--- src/hdl/srlp_pkg.sv ---
// ----------------------------------------------------------------------------
// srlp_pkg - shared types and constants of the sensor record line parser
// Character codes, line positions, the per-position field kind, the decoded
// character word and the record word.
// ----------------------------------------------------------------------------
package srlp_pkg;

   // Character codes
   localparam logic [7:0] CHAR_NEWLINE = 8'h0A;
   localparam logic [7:0] CHAR_ZERO    = 8'h30;
   localparam logic [7:0] CHAR_NINE    = 8'h39;
   localparam logic [7:0] CHAR_UC_A    = 8'h41;
   localparam logic [7:0] CHAR_UC_F    = 8'h46;
   localparam logic [7:0] CHAR_LC_A    = 8'h61;
   localparam logic [7:0] CHAR_LC_F    = 8'h66;
   // letters a-f / A-F have low nibble 1..6, so value = nibble + 9
   localparam logic [3:0] HEX_LETTER_OFS = 4'd9;

   // Field widths
   localparam int POS_W   = 5;
   localparam int YEAR_W  = 14;
   localparam int PAIR_W  = 7;
   localparam int BATT_W  = 13;
   localparam int TENTH_W = 16;
   localparam int SLOTS   = 5;
   localparam int SLOT_W  = 3;

   // Line positions
   localparam logic [POS_W-1:0] POS_YEAR_SEP  = 5'd4;
   localparam logic [POS_W-1:0] POS_HEX_START = 5'd20;
   localparam logic [POS_W-1:0] POS_BATT_LO   = 5'd21;
   localparam logic [POS_W-1:0] POS_TEMP_HI   = 5'd23;
   localparam logic [POS_W-1:0] POS_TEMP_LO   = 5'd25;
   localparam logic [POS_W-1:0] POS_HUM_HI    = 5'd27;
   localparam logic [POS_W-1:0] POS_HUM_LO    = 5'd29;
   localparam logic [POS_W-1:0] POS_MONTH_HI  = 5'd5;
   localparam logic [POS_W-1:0] POS_MONTH_LO  = 5'd6;
   localparam logic [POS_W-1:0] POS_DAY_HI    = 5'd8;
   localparam logic [POS_W-1:0] POS_DAY_LO    = 5'd9;
   localparam logic [POS_W-1:0] POS_HOUR_HI   = 5'd11;
   localparam logic [POS_W-1:0] POS_HOUR_LO   = 5'd12;
   localparam logic [POS_W-1:0] POS_MIN_HI    = 5'd14;
   localparam logic [POS_W-1:0] POS_MIN_LO    = 5'd15;
   localparam logic [POS_W-1:0] POS_SEC_HI    = 5'd17;
   localparam logic [POS_W-1:0] POS_SEC_LO    = 5'd18;

   // Slot indexes of the date/time fields
   localparam logic [SLOT_W-1:0] SLOT_MONTH  = 3'd0;
   localparam logic [SLOT_W-1:0] SLOT_DAY    = 3'd1;
   localparam logic [SLOT_W-1:0] SLOT_HOUR   = 3'd2;
   localparam logic [SLOT_W-1:0] SLOT_MINUTE = 3'd3;
   localparam logic [SLOT_W-1:0] SLOT_SECOND = 3'd4;

   typedef enum logic [2:0] {
      KIND_YEAR,
      KIND_SKIP,
      KIND_PAIR_HI,
      KIND_PAIR_LO,
      KIND_HEX_HI,
      KIND_HEX_LO
   } pos_kind_type;

   // Decoded character
   typedef struct packed {
      logic       newline;
      logic       dec_ok;
      logic [3:0] dec_val;   // zero when not a decimal digit
      logic       hex_ok;
      logic [3:0] hex_val;   // zero when not a hex digit
   } char_info_type;

   // Line state status towards the top level
   typedef struct packed {
      logic             emit;      // word in hand completes a record
      logic [POS_W-1:0] position;
   } line_status_type;

   // One parsed record
   typedef struct packed {
      logic [YEAR_W-1:0]  year;
      logic [PAIR_W-1:0]  month;
      logic [PAIR_W-1:0]  day;
      logic [PAIR_W-1:0]  hour;
      logic [PAIR_W-1:0]  minute;
      logic [PAIR_W-1:0]  second;
      logic [BATT_W-1:0]  battery_level;
      logic [TENTH_W-1:0] temperature_tenths;
      logic [TENTH_W-1:0] humidity_tenths;
      logic               format_error;
   } record_type;

   // What a line position holds
   function automatic pos_kind_type pos_kind(input logic [POS_W-1:0] pos);
      pos_kind_type k;
      if (pos < POS_YEAR_SEP) begin
         k = KIND_YEAR;
      end else if (pos == POS_YEAR_SEP) begin
         k = KIND_SKIP;
      end else if (pos < POS_HEX_START) begin
         // within a date/time group: first digit, second digit, separator
         unique case (pos)
            POS_MONTH_HI, POS_DAY_HI, POS_HOUR_HI, POS_MIN_HI, POS_SEC_HI:
               k = KIND_PAIR_HI;
            POS_MONTH_LO, POS_DAY_LO, POS_HOUR_LO, POS_MIN_LO, POS_SEC_LO:
               k = KIND_PAIR_LO;
            default: k = KIND_SKIP;
         endcase
      end else if (pos <= POS_HUM_LO) begin
         k = pos[0] ? KIND_HEX_LO : KIND_HEX_HI;
      end else begin
         k = KIND_SKIP;
      end
      return k;
   endfunction

   // Date/time slot written at a second-digit position
   function automatic logic [SLOT_W-1:0] slot_of(input logic [POS_W-1:0] pos);
      logic [SLOT_W-1:0] s;
      priority if (pos < POS_DAY_LO) begin
         s = SLOT_MONTH;
      end else if (pos < POS_HOUR_LO) begin
         s = SLOT_DAY;
      end else if (pos < POS_MIN_LO) begin
         s = SLOT_HOUR;
      end else if (pos < POS_SEC_LO) begin
         s = SLOT_MINUTE;
      end else begin
         s = SLOT_SECOND;
      end
      return s;
   endfunction

endpackage

--- src/hdl/srlp_char_decode.sv ---
// ----------------------------------------------------------------------------
// srlp_char_decode - character classifier
// Flags newline and gives the decimal and hex digit values of one character.
// ----------------------------------------------------------------------------
module srlp_char_decode (
   input  logic [7:0]             char_code,
   output srlp_pkg::char_info_type info
);
   import srlp_pkg::*;

   logic is_dec;
   logic is_lc;
   logic is_uc;

   // classify
   assign is_dec = (char_code >= CHAR_ZERO) && (char_code <= CHAR_NINE);
   assign is_lc  = (char_code >= CHAR_LC_A) && (char_code <= CHAR_LC_F);
   assign is_uc  = (char_code >= CHAR_UC_A) && (char_code <= CHAR_UC_F);

   // digit values; invalid characters read as zero
   always_comb begin
      info.newline = (char_code == CHAR_NEWLINE);
      info.dec_ok  = is_dec;
      info.dec_val = is_dec ? char_code[3:0] : 4'd0;
      info.hex_ok  = is_dec || is_lc || is_uc;
      if (is_dec) begin
         info.hex_val = char_code[3:0];
      end else if (is_lc || is_uc) begin
         info.hex_val = char_code[3:0] + HEX_LETTER_OFS;
      end else begin
         info.hex_val = 4'd0;
      end
   end

endmodule

--- src/hdl/srlp_line_state.sv ---
// ----------------------------------------------------------------------------
// srlp_line_state - line position and field accumulators
// Advances one character per step, builds the year, date/time pairs and hex
// bytes, and presents the finished record at the last position of the line.
// ----------------------------------------------------------------------------
module srlp_line_state (
   input  logic                      clock,
   input  logic                      reset,
   input  logic                      step,
   input  srlp_pkg::char_info_type   info,
   output srlp_pkg::line_status_type status,
   output srlp_pkg::record_type      record
);
   import srlp_pkg::*;

   logic [POS_W-1:0]   pos_ff,      pos_in;
   logic [YEAR_W-1:0]  year_ff,     year_in;
   logic [PAIR_W-1:0]  pair_ff,     pair_in;
   logic [PAIR_W-1:0]  slot_ff [SLOTS];
   logic [3:0]         nib_ff,      nib_in;
   logic [7:0]         temp_hi_ff,  temp_hi_in;
   logic [7:0]         hum_hi_ff,   hum_hi_in;
   logic [BATT_W-1:0]  batt_ff,     batt_in;
   logic [TENTH_W-1:0] temp_ff,     temp_in;
   logic               err_ff,      err_in;

   pos_kind_type      kind;
   logic [7:0]        byte_val;
   logic [PAIR_W-1:0] pair_next;
   logic              slot_we;
   logic [SLOT_W-1:0] slot_idx;
   logic              end_of_line;
   logic              clear_line;

   assign kind     = pos_kind(pos_ff);
   assign byte_val = {nib_ff, info.hex_val};
   assign slot_idx = slot_of(pos_ff);
   // pair * 10 + digit, stays below 100
   assign pair_next = {pair_ff[3:0], 3'b000} + {pair_ff[5:0], 1'b0}
                      + {3'b000, info.dec_val};

   assign end_of_line = (kind == KIND_HEX_LO) && (pos_ff == POS_HUM_LO);
   assign clear_line  = info.newline || end_of_line;

   // next state of the accumulators
   always_comb begin
      pos_in     = pos_ff + 5'd1;
      year_in    = year_ff;
      pair_in    = pair_ff;
      nib_in     = nib_ff;
      temp_hi_in = temp_hi_ff;
      hum_hi_in  = hum_hi_ff;
      batt_in    = batt_ff;
      temp_in    = temp_ff;
      err_in     = err_ff;
      slot_we    = 1'b0;
      unique case (kind)
         KIND_YEAR: begin
            // year * 10 + digit
            year_in = {year_ff[10:0], 3'b000} + {year_ff[12:0], 1'b0}
                      + {10'd0, info.dec_val};
            err_in  = err_ff || !info.dec_ok;
         end
         KIND_PAIR_HI: begin
            pair_in = {3'b000, info.dec_val};
            err_in  = err_ff || !info.dec_ok;
         end
         KIND_PAIR_LO: begin
            pair_in = pair_next;
            slot_we = 1'b1;
            err_in  = err_ff || !info.dec_ok;
         end
         KIND_HEX_HI: begin
            nib_in = info.hex_val;
            err_in = err_ff || !info.hex_ok;
         end
         KIND_HEX_LO: begin
            err_in = err_ff || !info.hex_ok;
            if (pos_ff == POS_BATT_LO) begin
               // byte * 30 = byte * 32 - byte * 2
               batt_in = {byte_val, 5'b00000} - {4'b0000, byte_val, 1'b0};
            end else if (pos_ff == POS_TEMP_HI) begin
               temp_hi_in = byte_val;
            end else if (pos_ff == POS_TEMP_LO) begin
               temp_in = {temp_hi_ff, byte_val};
            end else if (pos_ff == POS_HUM_HI) begin
               hum_hi_in = byte_val;
            end
         end
         default: begin
            // separators: character not checked
         end
      endcase
   end

   // state registers
   always_ff @(posedge clock) begin
      if (reset || (step && clear_line)) begin
         pos_ff     <= '0;
         year_ff    <= '0;
         pair_ff    <= '0;
         nib_ff     <= '0;
         temp_hi_ff <= '0;
         hum_hi_ff  <= '0;
         batt_ff    <= '0;
         temp_ff    <= '0;
         err_ff     <= 1'b0;
         for (int i = 0; i < SLOTS; i++) begin
            slot_ff[i] <= '0;
         end
      end else if (step) begin
         pos_ff     <= pos_in;
         year_ff    <= year_in;
         pair_ff    <= pair_in;
         nib_ff     <= nib_in;
         temp_hi_ff <= temp_hi_in;
         hum_hi_ff  <= hum_hi_in;
         batt_ff    <= batt_in;
         temp_ff    <= temp_in;
         err_ff     <= err_in;
         if (slot_we) begin
            slot_ff[slot_idx] <= pair_next;
         end
      end
   end

   // status and the record as it would leave with this word
   always_comb begin
      status.emit     = end_of_line && !info.newline;
      status.position = pos_ff;
      record.year               = year_ff;
      record.month              = slot_ff[SLOT_MONTH];
      record.day                = slot_ff[SLOT_DAY];
      record.hour               = slot_ff[SLOT_HOUR];
      record.minute             = slot_ff[SLOT_MINUTE];
      record.second             = slot_ff[SLOT_SECOND];
      record.battery_level      = batt_ff;
      record.temperature_tenths = temp_ff;
      record.humidity_tenths    = {hum_hi_ff, byte_val};
      record.format_error       = err_in;
   end

endmodule

--- src/hdl/sensor_record_line_parser_core.sv ---
// ----------------------------------------------------------------------------
// sensor_record_line_parser_core - sensor log line parser
// Parses a fixed 30-character log line, one character word at a time, into a
// record of date, time, battery, temperature and humidity.
// ----------------------------------------------------------------------------
// Takes one character word per clock cycle. Each word sits in an input
// register while the line state updates from it; the record built from the
// thirtieth character is held in a result register. Input is stalled only
// when the last character of a line arrives while the previous record is
// still waiting in the result register. A newline clears the line at any
// position and gives no record.
// ----------------------------------------------------------------------------
module sensor_record_line_parser_core (
   input  logic                          clock,
   input  logic                          reset,
   input  logic                          req_valid,
   output logic                          req_ready,
   input  logic [7:0]                    req_char_code,
   output logic                          rsp_valid,
   input  logic                          rsp_ready,
   output logic [srlp_pkg::YEAR_W-1:0]   rsp_year,
   output logic [srlp_pkg::PAIR_W-1:0]   rsp_month,
   output logic [srlp_pkg::PAIR_W-1:0]   rsp_day,
   output logic [srlp_pkg::PAIR_W-1:0]   rsp_hour,
   output logic [srlp_pkg::PAIR_W-1:0]   rsp_minute,
   output logic [srlp_pkg::PAIR_W-1:0]   rsp_second,
   output logic [srlp_pkg::BATT_W-1:0]   rsp_battery_level,
   output logic [srlp_pkg::TENTH_W-1:0]  rsp_temperature_tenths,
   output logic [srlp_pkg::TENTH_W-1:0]  rsp_humidity_tenths,
   output logic                          rsp_format_error
);
   import srlp_pkg::*;

   logic            in_valid_ff, in_valid_in;
   logic [7:0]      in_char_ff;
   logic            rsp_valid_ff, rsp_valid_in;
   record_type      rsp_rec_ff;
   char_info_type   info;
   line_status_type status;
   record_type      record;
   logic            advance;
   logic            load_rsp;
   logic            req_accept;

   // character decode and line state
   srlp_char_decode u_decode (
      .char_code (in_char_ff),
      .info      (info)
   );

   srlp_line_state u_state (
      .clock  (clock),
      .reset  (reset),
      .step   (advance),
      .info   (info),
      .status (status),
      .record (record)
   );

   // handshake: the word in hand moves on unless it needs a busy result slot
   assign advance    = in_valid_ff && (!status.emit || !rsp_valid_ff || rsp_ready);
   assign load_rsp   = advance && status.emit;
   assign req_ready  = !in_valid_ff || advance;
   assign req_accept = req_valid && req_ready;

   assign in_valid_in  = req_accept || (in_valid_ff && !advance);
   assign rsp_valid_in = load_rsp || (rsp_valid_ff && !rsp_ready);

   // input register
   always_ff @(posedge clock) begin
      if (reset) begin
         in_valid_ff <= 1'b0;
      end else begin
         in_valid_ff <= in_valid_in;
      end
      if (req_accept) begin
         in_char_ff <= req_char_code;
      end
   end

   // result register
   always_ff @(posedge clock) begin
      if (reset) begin
         rsp_valid_ff <= 1'b0;
      end else begin
         rsp_valid_ff <= rsp_valid_in;
      end
      if (load_rsp) begin
         rsp_rec_ff <= record;
      end
   end

   assign rsp_valid              = rsp_valid_ff;
   assign rsp_year               = rsp_rec_ff.year;
   assign rsp_month              = rsp_rec_ff.month;
   assign rsp_day                = rsp_rec_ff.day;
   assign rsp_hour               = rsp_rec_ff.hour;
   assign rsp_minute             = rsp_rec_ff.minute;
   assign rsp_second             = rsp_rec_ff.second;
   assign rsp_battery_level      = rsp_rec_ff.battery_level;
   assign rsp_temperature_tenths = rsp_rec_ff.temperature_tenths;
   assign rsp_humidity_tenths    = rsp_rec_ff.humidity_tenths;
   assign rsp_format_error       = rsp_rec_ff.format_error;

   // checks
   // a word only waits when its record finds the result slot blocked
   a_stall_only_on_full: assert property (@(posedge clock) disable iff (reset)
      (in_valid_ff && !advance) |-> (status.emit && rsp_valid_ff && !rsp_ready))
      else $error("input word stalled without a blocked record");

   // a record leaves the line at its start and is offered next cycle
   a_emit_restarts: assert property (@(posedge clock) disable iff (reset)
      load_rsp |=> (rsp_valid_ff && (status.position == '0)))
      else $error("record load did not restart the line");

   // a newline word always returns the line to its start
   a_newline_restarts: assert property (@(posedge clock) disable iff (reset)
      (advance && info.newline) |=> (status.position == '0))
      else $error("newline did not restart the line");

   // position never runs past the last character of a line
   a_position_range: assert property (@(posedge clock) disable iff (reset)
      in_valid_ff |-> (status.position <= POS_HUM_LO))
      else $error("line position out of range");

endmodule
--- config.mk ---
export PLATFORM = sky130hd
export DESIGN_NAME = sensor_record_line_parser_core
export DESIGN_NICKNAME = d
export VERILOG_FILES = /design/src/hdl/srlp_pkg.sv /design/src/hdl/srlp_char_decode.sv /design/src/hdl/srlp_line_state.sv /design/src/hdl/sensor_record_line_parser_core.sv
export SDC_FILE = /design/constraint.sdc
export NUM_CORES = 1
export LEC_CHECK = 0
export BUFFER_PORTS_ARGS = -buffer_cell sky130_fd_sc_hd__buf_2
export CAP_MARGIN = 0
export CORE_MARGIN = 4
export CORE_UTILIZATION = 47
export DETAILED_ROUTE_END_ITERATION = 6
export PLACE_DENSITY_LB_ADDON = 0.12
export SETUP_SLACK_MARGIN = 0.05
export SLEW_MARGIN = 15
export SYNTH_ARGS = -nofsm -noshare
export SYNTH_HDL_FRONTEND = slang
export SYNTH_HIERARCHICAL = 1
export SYNTH_SLANG_ARGS = --single-unit
--- constraint.sdc ---
create_clock -name clock -period 12 [get_ports clock]
set_clock_uncertainty 0.15 [all_clocks]
set_input_delay 1.2 -clock clock [delete_from_list [all_inputs] [get_ports clock]]
set_output_delay 1.2 -clock clock [all_outputs]
set_load 0.05 [all_outputs]
# Word-level counts from Yosys, hierarchy flattened
# Memory sizes are Yosys's and may differ from the RTL's. A register that Yosys moved wholly into a read port is not among the register bits.
# Cells that the tools add are included.
# op_classes
add_sub_neg,7
muxes,26
n_bitwise,3
order_cmp,13
n_reduce_logical,43
n_eq_ne,11
# ops
op,count
two-way mux 3 bit,9
== test 5 bit (second input constant),5
>= comparator 8 x 7 -> 1 bit (second input constant),2
<= comparator 8 x 7 -> 1 bit (second input constant),2
less-than comparator 5 x 4 -> 1 bit (second input constant),3
adder 14 bit,1
adder 14 x 4 -> 14 bit,1
subtractor 13 x 9 -> 13 bit,1
logical OR 1 bit,12
two-way mux 4 bit,3
case mux 6 bit (2 select lines),1
logical AND 1 bit,11
less-than comparator 5 bit (second input constant),2
two-way mux 5 bit,2
two-way mux 1 bit,9
== test 8 x 4 -> 1 bit (second input constant),1
>= comparator 8 x 6 -> 1 bit (second input constant),1
<= comparator 8 x 6 -> 1 bit (second input constant),1
logical NOT 1 bit,8
adder 7 x 4 -> 7 bit,1
adder 7 bit,1
two-way mux 7 bit,1
OR reduction 7 bit,1
== test 3 x 2 -> 1 bit (second input constant),2
17 further kinds,22
# word_totals
output_inout_bits,97
regBits,145
ram_bits,35
input_bits,12
memories,2
wordCells,122
rom_bits,64
# mem_list
memory,depth,word_bits,rd,rd_ports_with_merged_regs,write_ports,line,rtl
(name not given),32,2,1,1,0,srlp_pkg.sv:101,unique case (pos)
u_state.slot_ff,5,7,5,5,5,srlp_line_state.sv:19,logic [PAIR_W-1:0] slot_ff [SLOTS];

# Longest topological paths before layout
# depth
ltp_word,18
mapped_depth,19
mapped_depth_nobuf,14

# Hierarchy
# The synthesis kept the hierarchy.
# by_module_without_submodules
module,instances,area_each_um2,seq_area_each_um2,cells_per_inst
srlp_line_state,1,5794.3,2572.5,595
sensor_record_line_parser_core,1,3196.8,3133.0,115
srlp_char_decode,1,254.0,0.0,29

# Least setup slack after synthesis
# OpenSTA, ideal clock, no wires.
# synth_path
path_kind,register to register
start,reg u_state.pos_ff[1]
end,reg rsp_rec_ff (netlist bit rsp_battery_level[0]) (enable)
arrival_ns,5.954
n_path_buf,1
period_less_slack_ns,6.654
path_slack_ns,5.346
path_stages_with_launch,10
setup_time_ns,0.550
required_ns,11.300
cell_sequence,dfxtp_1 -> clkbuf_1 -> inv_1 -> ha_1 -> nand4b_1 -> nand4_2 -> nand2_1 -> nor4b_1 -> nand2_1 -> nor2_1
# synth_lines
element,line,rtl
from (decl),srlp_line_state.sv:16,"logic [POS_W-1:0] pos_ff, pos_in;"
from (signal assigned),srlp_line_state.sv:112,pos_ff <= pos_in;
to (signal assigned),sensor_record_line_parser_core.sv:89,rsp_rec_ff <= record;
to (decl),sensor_record_line_parser_core.sv:37,record_type rsp_rec_ff;

==> flow_metrics.env <==
export IMPL_grt_pass1_vias=5850
export IMPL_hold_violations=0
export IMPL_tns_ns=0
export IMPL_cts_root_buf="clkbuf_16"
export IMPL_met2_usage_pct=27.6
export IMPL_final_nets=902
export IMPL_grt_pass1_wl_um=30000
export IMPL_crit_fanout=18
export IMPL_arrival_ns=5.03
export IMPL_min_period_ns=4.74
export IMPL_vias=5910
export IMPL_outcome="finished, final reports clean"
export IMPL_reg2reg_depth=13
export IMPL_p_leak_nw=3.95
export IMPL_clk_pin_slew_ns=0.06
export IMPL_area_growth_syn_to_layout_pct=15.2
export IMPL_synthArstFlopShare_pct=0
export IMPL_clockBufferDepth=3
export IMPL_syn_avg_cell_area_um2=12.5
export IMPL_r2r_start="u_state/pos_ff[4]"
export IMPL_worstMarginPinSlew_ns=0.862
export IMPL_start_kind="register"
export IMPL_port_buffers=108
export IMPL_grt_max_degree=74
export IMPL_ant_nets=0
export IMPL_ctsHoldBuffers=0
export IMPL_vdd_ir_drop_worst_mv=0.100
export IMPL_ctsResizeCount=0
export IMPL_relSlewSlack_pct=42.3
export IMPL_yosysUniqueCellTypes=72
export IMPL_hold_path_class="register to register"
export IMPL_synth_top_flop_cell="edfxtp_1"
export IMPL_grt_util_met1_pct=22.6
export IMPL_crit_type="register to register"
export IMPL_max_freq_mhz=211
export IMPL_place_gp_congestion=0.880
export IMPL_row_count=51
export IMPL_holdWs_ns=0.266
export IMPL_drive_above_1_share_pct=19.7
export IMPL_synth_edf_count=138
export IMPL_drt_iter0_drc=359
export IMPL_yosys_warnings=6
export IMPL_period_share_pct=39.5
export IMPL_required_ns=12.28
export IMPL_firstDrtPassIters=4
export IMPL_core_um2=19400
export IMPL_synthCells=739
export IMPL_max_cap_viol_count=0
export IMPL_track_usage_pct=16.8
export IMPL_drc=0
export IMPL_hpwlAfterDp_um=12900
export IMPL_clk_latency_ns=0.49
export IMPL_start_util_pct=47.7
export IMPL_post_cts_setup_buffer_count=0
export IMPL_viasPerCell=5.27
export IMPL_whs_path_depth=0
export IMPL_cts_num_sinks=216
export IMPL_busiest_layer="met2"
export IMPL_io_pins=109
export IMPL_htree_levels=1
export IMPL_ys_seq_elements=216
export IMPL_utilization_pct=54.9
export IMPL_whs_endpoint="rsp_hour[1]"
export IMPL_met3_usage_pct=3.96
export IMPL_setup_violations=0
export IMPL_dieArea_um2=22000
export IMPL_syn_nets=799
export IMPL_overflow=0
export IMPL_end_kind="register"
export IMPL_drt_wirelength_per_cell_um=16.8
export IMPL_antenna_found_initial=0
export IMPL_power_density_nw_per_um2=141
export IMPL_netlist_area_um2=9250
export IMPL_slew_violations=0
export IMPL_rsz0062_at_grt="no"
export IMPL_cts_made_buffers=23
export IMPL_die_w_um=148
export IMPL_min_from="u_state/slot_ff[2][1]"
export IMPL_ys_seq_area_share_pct=61.7
export IMPL_wl_um=18800
export IMPL_cts_tree="built"
export IMPL_r2r_slack_ns=7.26
export IMPL_antenna_cells=0
export IMPL_dieHeight_um=148
[flip-flops by register name, summed over array words and instances (netlist names), 8 cells and up, named ones only]
signal,flops
rsp_battery_level,13
in_char_ff,8
u_state/temp_hi_ff,8
u_state/temp_ff,16
rsp_temperature_tenths,16
u_state/year_ff,14
u_state/slot_ff,35
u_state/hum_hi_ff,8
rsp_humidity_tenths,16
rsp_year,14
u_state/batt_ff,12
[synth_stat cells (5+ instances only)]
library cell	number	area, um2
inv_1	15	56.3
nand2_1	81	304
a31oi_1	5	31.3
buf_4	10	75.1
dfxtp_1	78	1560
nor2_1	63	236
a21oi_1	48	240
nand2b_1	6	37.5
or3_1	5	31.3
edfxtp_1	138	4140
and3_1	6	37.5
a21o_1	6	45.0
nand3_1	11	55.1
xnor2_1	13	114
and2_1	29	181
buf_2	14	70.1
mux2i_1	24	240
clkbuf_1	7	26.3
a211oi_1	14	105
ha_1	44	551
o211ai_1	7	52.6
o21ai_0	7	35.0
nor4_1	6	37.5
a211o_1	8	70.1
xor2_1	9	78.8
nand4_1	8	50.1
nor3_1	7	35.0
[worst max-delay path: stages, from the launching register on]
cell      delay, ns
dfxtp_1        0.70
a211o_1        0.23
o31a_1         0.39
nand2_1        0.30
nor4b_1        0.69
a21boi_1       0.13
buf_4          0.25
a21oi_1        0.38
o21a_1         0.48
nand2_1        0.10
ha_1           0.31
mux2_2         0.27
a32o_1         0.22
nand2_1        0.07
[cells by family (layout without fill, tap and decap cells)]
group	Yosys count	after routing	share of synthesized area [%]
adder cells (fa/ha/maj)	48	48	6.82
multiplexers	27	27	2.96
other	1	1	0.0406
buffers and inverters	49	167	2.76
flip-flops	216	216	61.7
AO/OA/AOI/OAI	125	125	9.55
AND/OR/NAND/NOR	251	251	14.1
XOR/XNOR	22	22	2.08
[how the worst max path moves through the flow]
| stage | startpoint | to | depth (start not counted) |
|---|---|---|---|
| finish | u_state/pos_ff[4] | register | 13 |
| global route | u_state/pos_ff[0] | register | 15 |
| CTS | u_state/pos_ff[4] | register | 13 |
| detailed placement | u_state/pos_ff[4] | register | 13 |
| global placement | u_state/pos_ff[4] | register | 13 |
| floorplan | u_state/pos_ff[1] | rsp_battery_level[0] | 9 |
[cell usage in the layout (no fill, tap or decap), types with 5 or more instances in the layout]
| cell type | n |
|---|---|
| clkbuf_16 | 23 |
| nand4_1 | 8 |
| and3_1 | 6 |
| a21oi_1 | 48 |
| clkbuf_1 | 7 |
| xnor2_1 | 13 |
| and2_1 | 29 |
| a31oi_1 | 5 |
| inv_1 | 15 |
| nand2b_1 | 6 |
| a21o_1 | 6 |
| nor3_1 | 7 |
| o21ai_0 | 7 |
| a211o_1 | 8 |
| mux2i_1 | 24 |
| nor2_1 | 61 |
| nand3_1 | 11 |
| nand2_1 | 81 |
| xor2_1 | 9 |
| nor4_1 | 6 |
| o211ai_1 | 7 |
| or3_1 | 5 |
| dfxtp_1 | 78 |
| edfxtp_1 | 138 |
| ha_1 | 44 |
| buf_2 | 108 |
| a211oi_1 | 14 |
[where the power goes]
part           switching, W  internal [W]   total, W
Sequential       0.00000676      0.000793   0.000800
Combinational     0.0000361     0.0000222  0.0000583
Clock              0.000272      0.000366   0.000639
[final cells by class]
cell class	instances	area, um2
clock buffers	32	629
clock inverters	8	53.8
fillers	1691	8750
inverters	15	56.3
multi-input cells	474	3310
flip-flops and latches	216	5710
well taps	265	332
repair buffers	112	571
[per-layer routing]
layer | routed length (um) | part of all wire (%)
met5 | 0 | 0
met3 | 1210 | 6.4
met4 | 347 | 1.8
met2 | 8750 | 46
met1 | 8540 | 45
[through the flow]
| step | setup slack [ns] | total power [W] | cells | instance area, um2 |
|---|---|---|---|---|
| 2_1_floorplan | 5.35 | 0.000860 | 739 | 9250 |
| 3_3_place_gp | 7.58 | 0.000871 | 1082 | 9970 |
| 3_5_place_dp | 7.33 | 0.000874 | 1082 | 9970 |
| 4_1_cts | 7.31 | 0.00152 | 1122 | 10700 |
| 5_1_grt | 6.99 | 0.00156 | 1122 | 10700 |
| 6_report | 7.26 | 0.00150 | 1122 | 10700 |
No activity file was read; power rests on OpenSTA's default activity.
